<file path="src/linear_probe_hash_table_assert.svh">
// Assertion macros for the hash table block.
`ifndef LINEAR_PROBE_HASH_TABLE_ASSERT_SVH
`define LINEAR_PROBE_HASH_TABLE_ASSERT_SVH

// Same-cycle implication, checked on every rising edge outside reset.
`define LPHT_ASSERT_NOW(lbl, ante, cons) \
  lbl: assert property (@(posedge clk) disable iff (rst) (ante) |-> (cons)) \
    else $error("hash table check failed");

// Next-cycle implication, checked on every rising edge outside reset.
`define LPHT_ASSERT_NEXT(lbl, ante, cons) \
  lbl: assert property (@(posedge clk) disable iff (rst) (ante) |=> (cons)) \
    else $error("hash table check failed");

`endif

</file>
<file path="src/lpht_pkg.sv">
package lpht_pkg;

  typedef enum logic [1:0] {
    OP_INSERT = 2'd0,
    OP_LOOKUP = 2'd1,
    OP_UPDATE = 2'd2,
    OP_REMOVE = 2'd3
  } op_t;

  typedef enum logic [1:0] {
    ST_OK   = 2'd0,
    ST_DUP  = 2'd1,
    ST_FULL = 2'd2,
    ST_MISS = 2'd3
  } status_t;

  localparam int CFG_W       = 11;
  localparam logic [CFG_W-1:0] MOD_RESET = 11'd1019;
  localparam int FILL_W      = 11;
  localparam int LEN_W       = 4;
  localparam int KEY_IN_W    = 64;
  localparam int VAL_IN_W    = 32;
  localparam int HASH_W      = 32;
  localparam logic [HASH_W-1:0] HASH_MUL = 32'd101;
  localparam int DIV_CNT_W   = 5;
  localparam int S_DATA_W    = 104;
  localparam int M_DATA_W    = 40;

  typedef struct packed {
    logic clr_write;
    logic req_load;
    logic hash_step;
    logic div_init;
    logic div_step;
    logic probe_init;
    logic probe_chk;
    logic commit;
  } lpht_cmd_t;

  typedef struct packed {
    logic clr_last;
    logic hash_done;
    logic div_last;
    logic probe_stop;
    logic out_free;
  } lpht_sts_t;

endpackage

</file>
<file path="src/lpht_ctrl.sv">
module lpht_ctrl import lpht_pkg::*; (
  input  logic      clk,
  input  logic      rst,
  input  lpht_sts_t sts,
  input  logic      in_valid,
  output logic      in_ready,
  output lpht_cmd_t cmd
);

  typedef enum logic [2:0] {
    S_CLEAR, S_IDLE, S_HASH, S_DIV, S_HOME, S_RD, S_CHK, S_DONE
  } state_t;

  state_t state;

  always_ff @(posedge clk) begin
    if (rst) begin
      state <= S_CLEAR;
    end else begin
      unique case (state)
        S_CLEAR: if (sts.clr_last) state <= S_IDLE;
        S_IDLE:  if (in_valid) state <= S_HASH;
        S_HASH:  if (sts.hash_done) state <= S_DIV;
        S_DIV:   if (sts.div_last) state <= S_HOME;
        S_HOME:  state <= S_RD;
        S_RD:    state <= S_CHK;
        S_CHK:   state <= sts.probe_stop ? S_DONE : S_RD;
        S_DONE:  if (sts.out_free) state <= S_IDLE;
        default: state <= S_IDLE;
      endcase
    end
  end

  always_comb begin
    cmd            = '0;
    cmd.clr_write  = state == S_CLEAR;
    cmd.req_load   = (state == S_IDLE) && in_valid;
    cmd.hash_step  = (state == S_HASH) && !sts.hash_done;
    cmd.div_init   = (state == S_HASH) && sts.hash_done;
    cmd.div_step   = state == S_DIV;
    cmd.probe_init = state == S_HOME;
    cmd.probe_chk  = state == S_CHK;
    cmd.commit     = (state == S_DONE) && sts.out_free;
  end

  assign in_ready = state == S_IDLE;

endmodule

</file>
<file path="config.mk">
export PLATFORM = sky130hd
export DESIGN_NAME = lpht_ctrl
export DESIGN_NICKNAME = d
export VERILOG_FILES = /design/src/linear_probe_hash_table_assert.svh /design/src/lpht_pkg.sv /design/src/lpht_ctrl.sv
export SDC_FILE = /design/constraint.sdc
export NUM_CORES = 1
export LEC_CHECK = 0
export BUFFER_PORTS_ARGS = -buffer_cell sky130_fd_sc_hd__clkbuf_2
export CAP_MARGIN = 40
export CORE_AREA = 2 2 39 41
export DETAILED_ROUTE_END_ITERATION = 7
export DIE_AREA = 0 0 41 43
export SYNTH_ARGS = -nofsm -noshare
export SYNTH_HDL_FRONTEND = slang
export SYNTH_SLANG_ARGS = --single-unit
</file>
<file path="constraint.sdc">
create_clock -name clk -period 1.8 [get_ports clk]
set_input_delay 0.18 -clock clk [delete_from_list [all_inputs] [get_ports clk]]
set_output_delay 0.18 -clock clk [all_outputs]
set_load 0.005 [all_outputs]
</file>
After elaboration in Yosys (flattened, before gate mapping)
Index checks and enable logic that the tools add are counted.
{"block": "classes", "eq_ne": 12, "n_mux": 7, "reduce_logical": 7}
{"op": "3-bit one-hot mux with 8 select lines", "count": 1}
{"op": "3-bit two-way mux", "count": 5}
{"op": "3-bit == test (second input constant)", "count": 4}
{"op": "2-bit inequality test (second input constant)", "count": 5}
{"op": "3-bit by 2-bit == test with 1-bit output (second input constant)", "count": 2}
{"op": "5-bit AND reduction", "count": 1}
{"op": "1-bit logical AND", "count": 4}
{"op": "3-bit by 1-bit == test with 1-bit output (second input constant)", "count": 1}
{"op": "3-bit zero test", "count": 1}
{"op": "2-bit two-way mux", "count": 1}
{"op": "1-bit zero test", "count": 1}
{"block": "word_totals", "reg_bits": 3, "in_bits": 8, "out_inout_bits": 9, "elab_cells": 27}

Longest topological paths before layout
{"block": "depth", "ltp_word": 3, "mapped_depth": 4, "depth_no_buf": 3}

Worst setup path before layout
Ideal clock, no wire load.
{"block": "synth_path", "path_type": "reg2out", "from": "register state[0]", "to": "output port cmd[6] in the netlist's numbering", "arrival_time_ns": 0.912, "required_ns": 1.620, "slack_ns": 0.708, "stages_incl_launch_ff": 4, "path_buffers": 1, "cell_sequence": "dfxtp_1 -> buf_6 -> nor3b_1 -> and2_1"}
{"item": "from (decl)", "line_no": "lpht_ctrl.sv:14", "rtl": "state_t state;"}
{"item": "from (signal assigned)", "line_no": "lpht_ctrl.sv:27", "rtl": "S_CHK: state <= sts.probe_stop ? S_DONE : S_RD;"}
{"item": "to (decl)", "line_no": "lpht_ctrl.sv:7", "rtl": "output lpht_cmd_t cmd"}

==> out/summary.md <==
The largest registers in the layout are state x3. The switching share of power came out at 28.0%. The clock sink count was 3. Compared with the post-synthesis result, the final layout area differs by 36.5%. Timing would allow up to 0.657 GHz. The die covers 0.00176 sq mm. The horizontal die dimension works out to 41 microns.

The internal power of the cells totals 0.185 mW. The detailed router finished its first iteration with 3 violations. The cell depth of the worst min-delay path came out at 2.

Element type at the critical path end: an output pin. In this run the mean area of a mapped cell was 8.19 sq um. The number of nets handed over by synthesis was 39. The antenna diode instance count is 0, and the number of enable-type register cells in the synthesized netlist is 0.

For the number of antenna violations at the first check in global routing, the log shows 0. The total power divided by cell area came out at 742 mW/mm^2. The post-route netlist has 45.8% of its cells at a drive strength greater than 1. In the synthesized netlist, the number of instances is 31. The tools report the row count as 14. The initial utilization of the core area, before any placement, comes to 18.4%. The DRC violation count after routing is 0.

The number of buffer and inverter instances along the worst setup path is 1, and the maximum fanout encountered on the critical timing path is 13. For the maximum resistive drop on vdd, the log shows 0.479 mV. Accumulated negative setup slack: 0 ps. The synthesized netlist devotes 15.8% of its cell area to compound gates.

The number of H-tree levels was 1. The endpoint identified for the worst register-to-register timing path is state[0]. The final-layout fill cell count was 161. The tools report the worst min-delay path startpoint as rst. Hold repair after CTS inserted 0 buffers. The count of TritonRoute iterations in the first routing pass was 3. The path with the worst hold slack has its endpoint at state[2]. On the critical path, the stage with the largest delay is an instance of dfxtp_1. The number of global-route vias before repair was 241. In this run the vertical extent of the chip is 43 microns.

The logs give 230 ps for the insertion delay to the later sink of the worst-skew pair and 1340 ps for the signal arrival time at the worst endpoint. For flop-to-flop paths, the worst setup slack is 530 ps. The clock period could shrink to 1520 ps. The largest family of logic cells by synthesized area is simple AND/OR/NAND/NOR gates.

The register with the most flip-flops is state. The final max-slew violation count came out at 0. For this run, the register share of the synthesized area comes to 23.6%. Measured against its own limit, the worst slew margin works out to 74.4%. Global routing finished with a remaining overflow of 0. The logs give 0 for the setup fix buffers added after clock tree synthesis and 25.0% for the final core utilization.

Measured against the total synthesized area, the mux share comes to 0%. In this run, distinct cell masters in the synthesized netlist total 20. Class of the worst hold path: primary input to flop. Most instantiated flip-flop cell in the synthesis netlist: dfxtp_1.

The tools report the source of the worst register-to-register timing path as state[2]. The routed wire length is 648 microns, and the number of ports placed on the die boundary is 17. The register with the most flip-flops in the layout has 3 of them. The average via count per standard cell came out at 4.39.

No sink is reached through more buffers than the 2 on the longest clock path. Broken down by cell family, the worst path's largest delay share belongs to flip-flops. The detailed-route wire length per cell is 10.1 microns.

The final-report setup violation count is 0, and the sequential group share of total power is 34.3%. CTS placed an instance of clkbuf_4 at the clock tree root. Combinational fraction of design power: 19.3%. Walking the worst path, the cells encountered are nor4b_1 -> clkbuf_2. For this design the static power due to leakage is 0.152 nW. Data on the critical path is required at its endpoint by 1620 ps.

The XOR/XNOR share of the synthesized area is 0%. The overall via count from detail_route came out at 281. Area inside the core boundary: 0.00138 sq mm. Counting flops and latches in the post-synthesis netlist gives 3. The transition time of the tightest slew-check pin came out at 379 ps. The clock network fraction of total power came out at 46.4%. Summing the areas of all and, or, nand and nor instances in the mapped netlist gives 45.8% of the synthesized area. The first global-routing pass estimated 993 microns of wire. The final-report hold violation count is 0, and the clock slew seen by the registers of the worst setup and hold paths is 40 ps.

The flow ran to the end, and the final reports show no timing, DRC or antenna violations. STA classifies the critical path startpoint as a flop. The class of the most critical setup path is flop to output pin.

Setup repair after global routing left no endpoint under its margin. In this run the power spent charging and discharging nets is 0.0721 mW. The final estimated routing congestion in global placement came out at 0.715. The library cell used most frequently in the layout, excluding fill and tap cells, is clkbuf_2. The adder-cell area share of the yosys netlist works out to 0%.

The share of synthesized registers carrying an async set or reset works out to 0%. Leaving out fill and tap cells, the most frequent cells in the layout are clkbuf_2, nor2_1, nor3b_1, clkbuf_4, dfxtp_1. The net count of the finished layout is 57. TritonCTS built the clock tree. The depth of the worst register-to-register path works out to 3. The count of nets left with antenna violations once routing finished came out at 0.

In this run the tool buffered the top-level ports with 16 buffer cells. Max-cap violations in this run came to 0. For the total routing usage reported by global routing, the log shows 8.13%. For this run, the slowest stage of the critical path takes 540 ps.

The pin count of the biggest net entering global routing came out at 14. The tools report the area of the mapped netlist as 254 sq um. The number of cells upsized or downsized after cts was 0; the portion of the clock cycle consumed by the worst path in the final layout was 84.5%. Counting the buffers created by CTS gives 3. The number of warnings issued by yosys was 0.

The tools report the setup skew after layout as 1.08 ps.
layout make-up:
class                           instances  area [sq um]  area share, %
Clock buffer                            4          26.3           7.58
Inverter                                1          3.75           1.08
Multi-Input combinational cell         24           156           45.1
Sequential cell                         3          60.1           17.3
Tap cell                               16          20.0           5.78
Timing Repair Buffer                   16          80.1           23.1
power groups by stage:
| stage | sequential [mW] | clock, mW | combinational [mW] |
|---|---|---|---|
| 3_3_place_gp | 0.0881 | 0 | 0.0502 |
| 5_1_grt | 0.0903 | 0.136 | 0.0555 |
| 4_1_cts | 0.0882 | 0.128 | 0.0505 |
| 6_report | 0.0883 | 0.119 | 0.0497 |
| 3_5_place_dp | 0.0894 | 0 | 0.0503 |
| 2_1_floorplan | 0.0779 | 0 | 0.0459 |
cell usage after synthesis, types with 2 or more instances:
cell type | count | share of area [%]
buf_6 | 3 | 13
nor2_1 | 5 | 7.4
nor3b_1 | 3 | 8.9
dfxtp_1 | 3 | 24
nor3_1 | 2 | 3.9
worst max path at each step:
stage / start / to / slack, ps / cells past startpoint
after global placement: state[2] / state[0] / 560 / 3
final: state[1] / cmd[5] / 280 / 2
after CTS: state[0] / cmd[6] / 260 / 3
after detailed placement: state[0] / cmd[6] / 520 / 3
after floorplan: state[0] / cmd[6] / 710 / 3
after global routing: state[0] / cmd[6] / 130 / 3
worst reg2reg max path: cells and delay by family, from the launching register on:
family	cells	cell delay, ps
flops	1	530
simple gates	1	160
compound gates	2	450
metal layers:
layer / GRT usage [%] / vias to the layer above / part of all wire, %
li1: - / 149 / -
met1: 11.9 / 120 / 52
met2: 10.0 / 12 / 42
met3: 1.57 / 0 / 6.8
met4: 6.00 / 0 / 0
met5: 0 / - / 0
cells by family after synthesis:
group | Yosys count
AO/OA/AOI/OAI | 5
AND/OR/NAND/NOR | 19
buffers and inverters | 4
flip-flops | 3
per-stage QoR:
stage / hold WS, ps / total power, mW / instance area, sq um / instances / worst slack (ps)
CTS: 140 / 0.266 / 347 / 64 / 262
floorplan: 252 / 0.124 / 254 / 31 / 708
global route: 158 / 0.282 / 347 / 64 / 134
global placement: 385 / 0.138 / 320 / 60 / 561
finish: 149 / 0.257 / 347 / 64 / 278
detailed placement: 391 / 0.140 / 320 / 60 / 525
No activity file was read; power rests on OpenSTA's default activity.
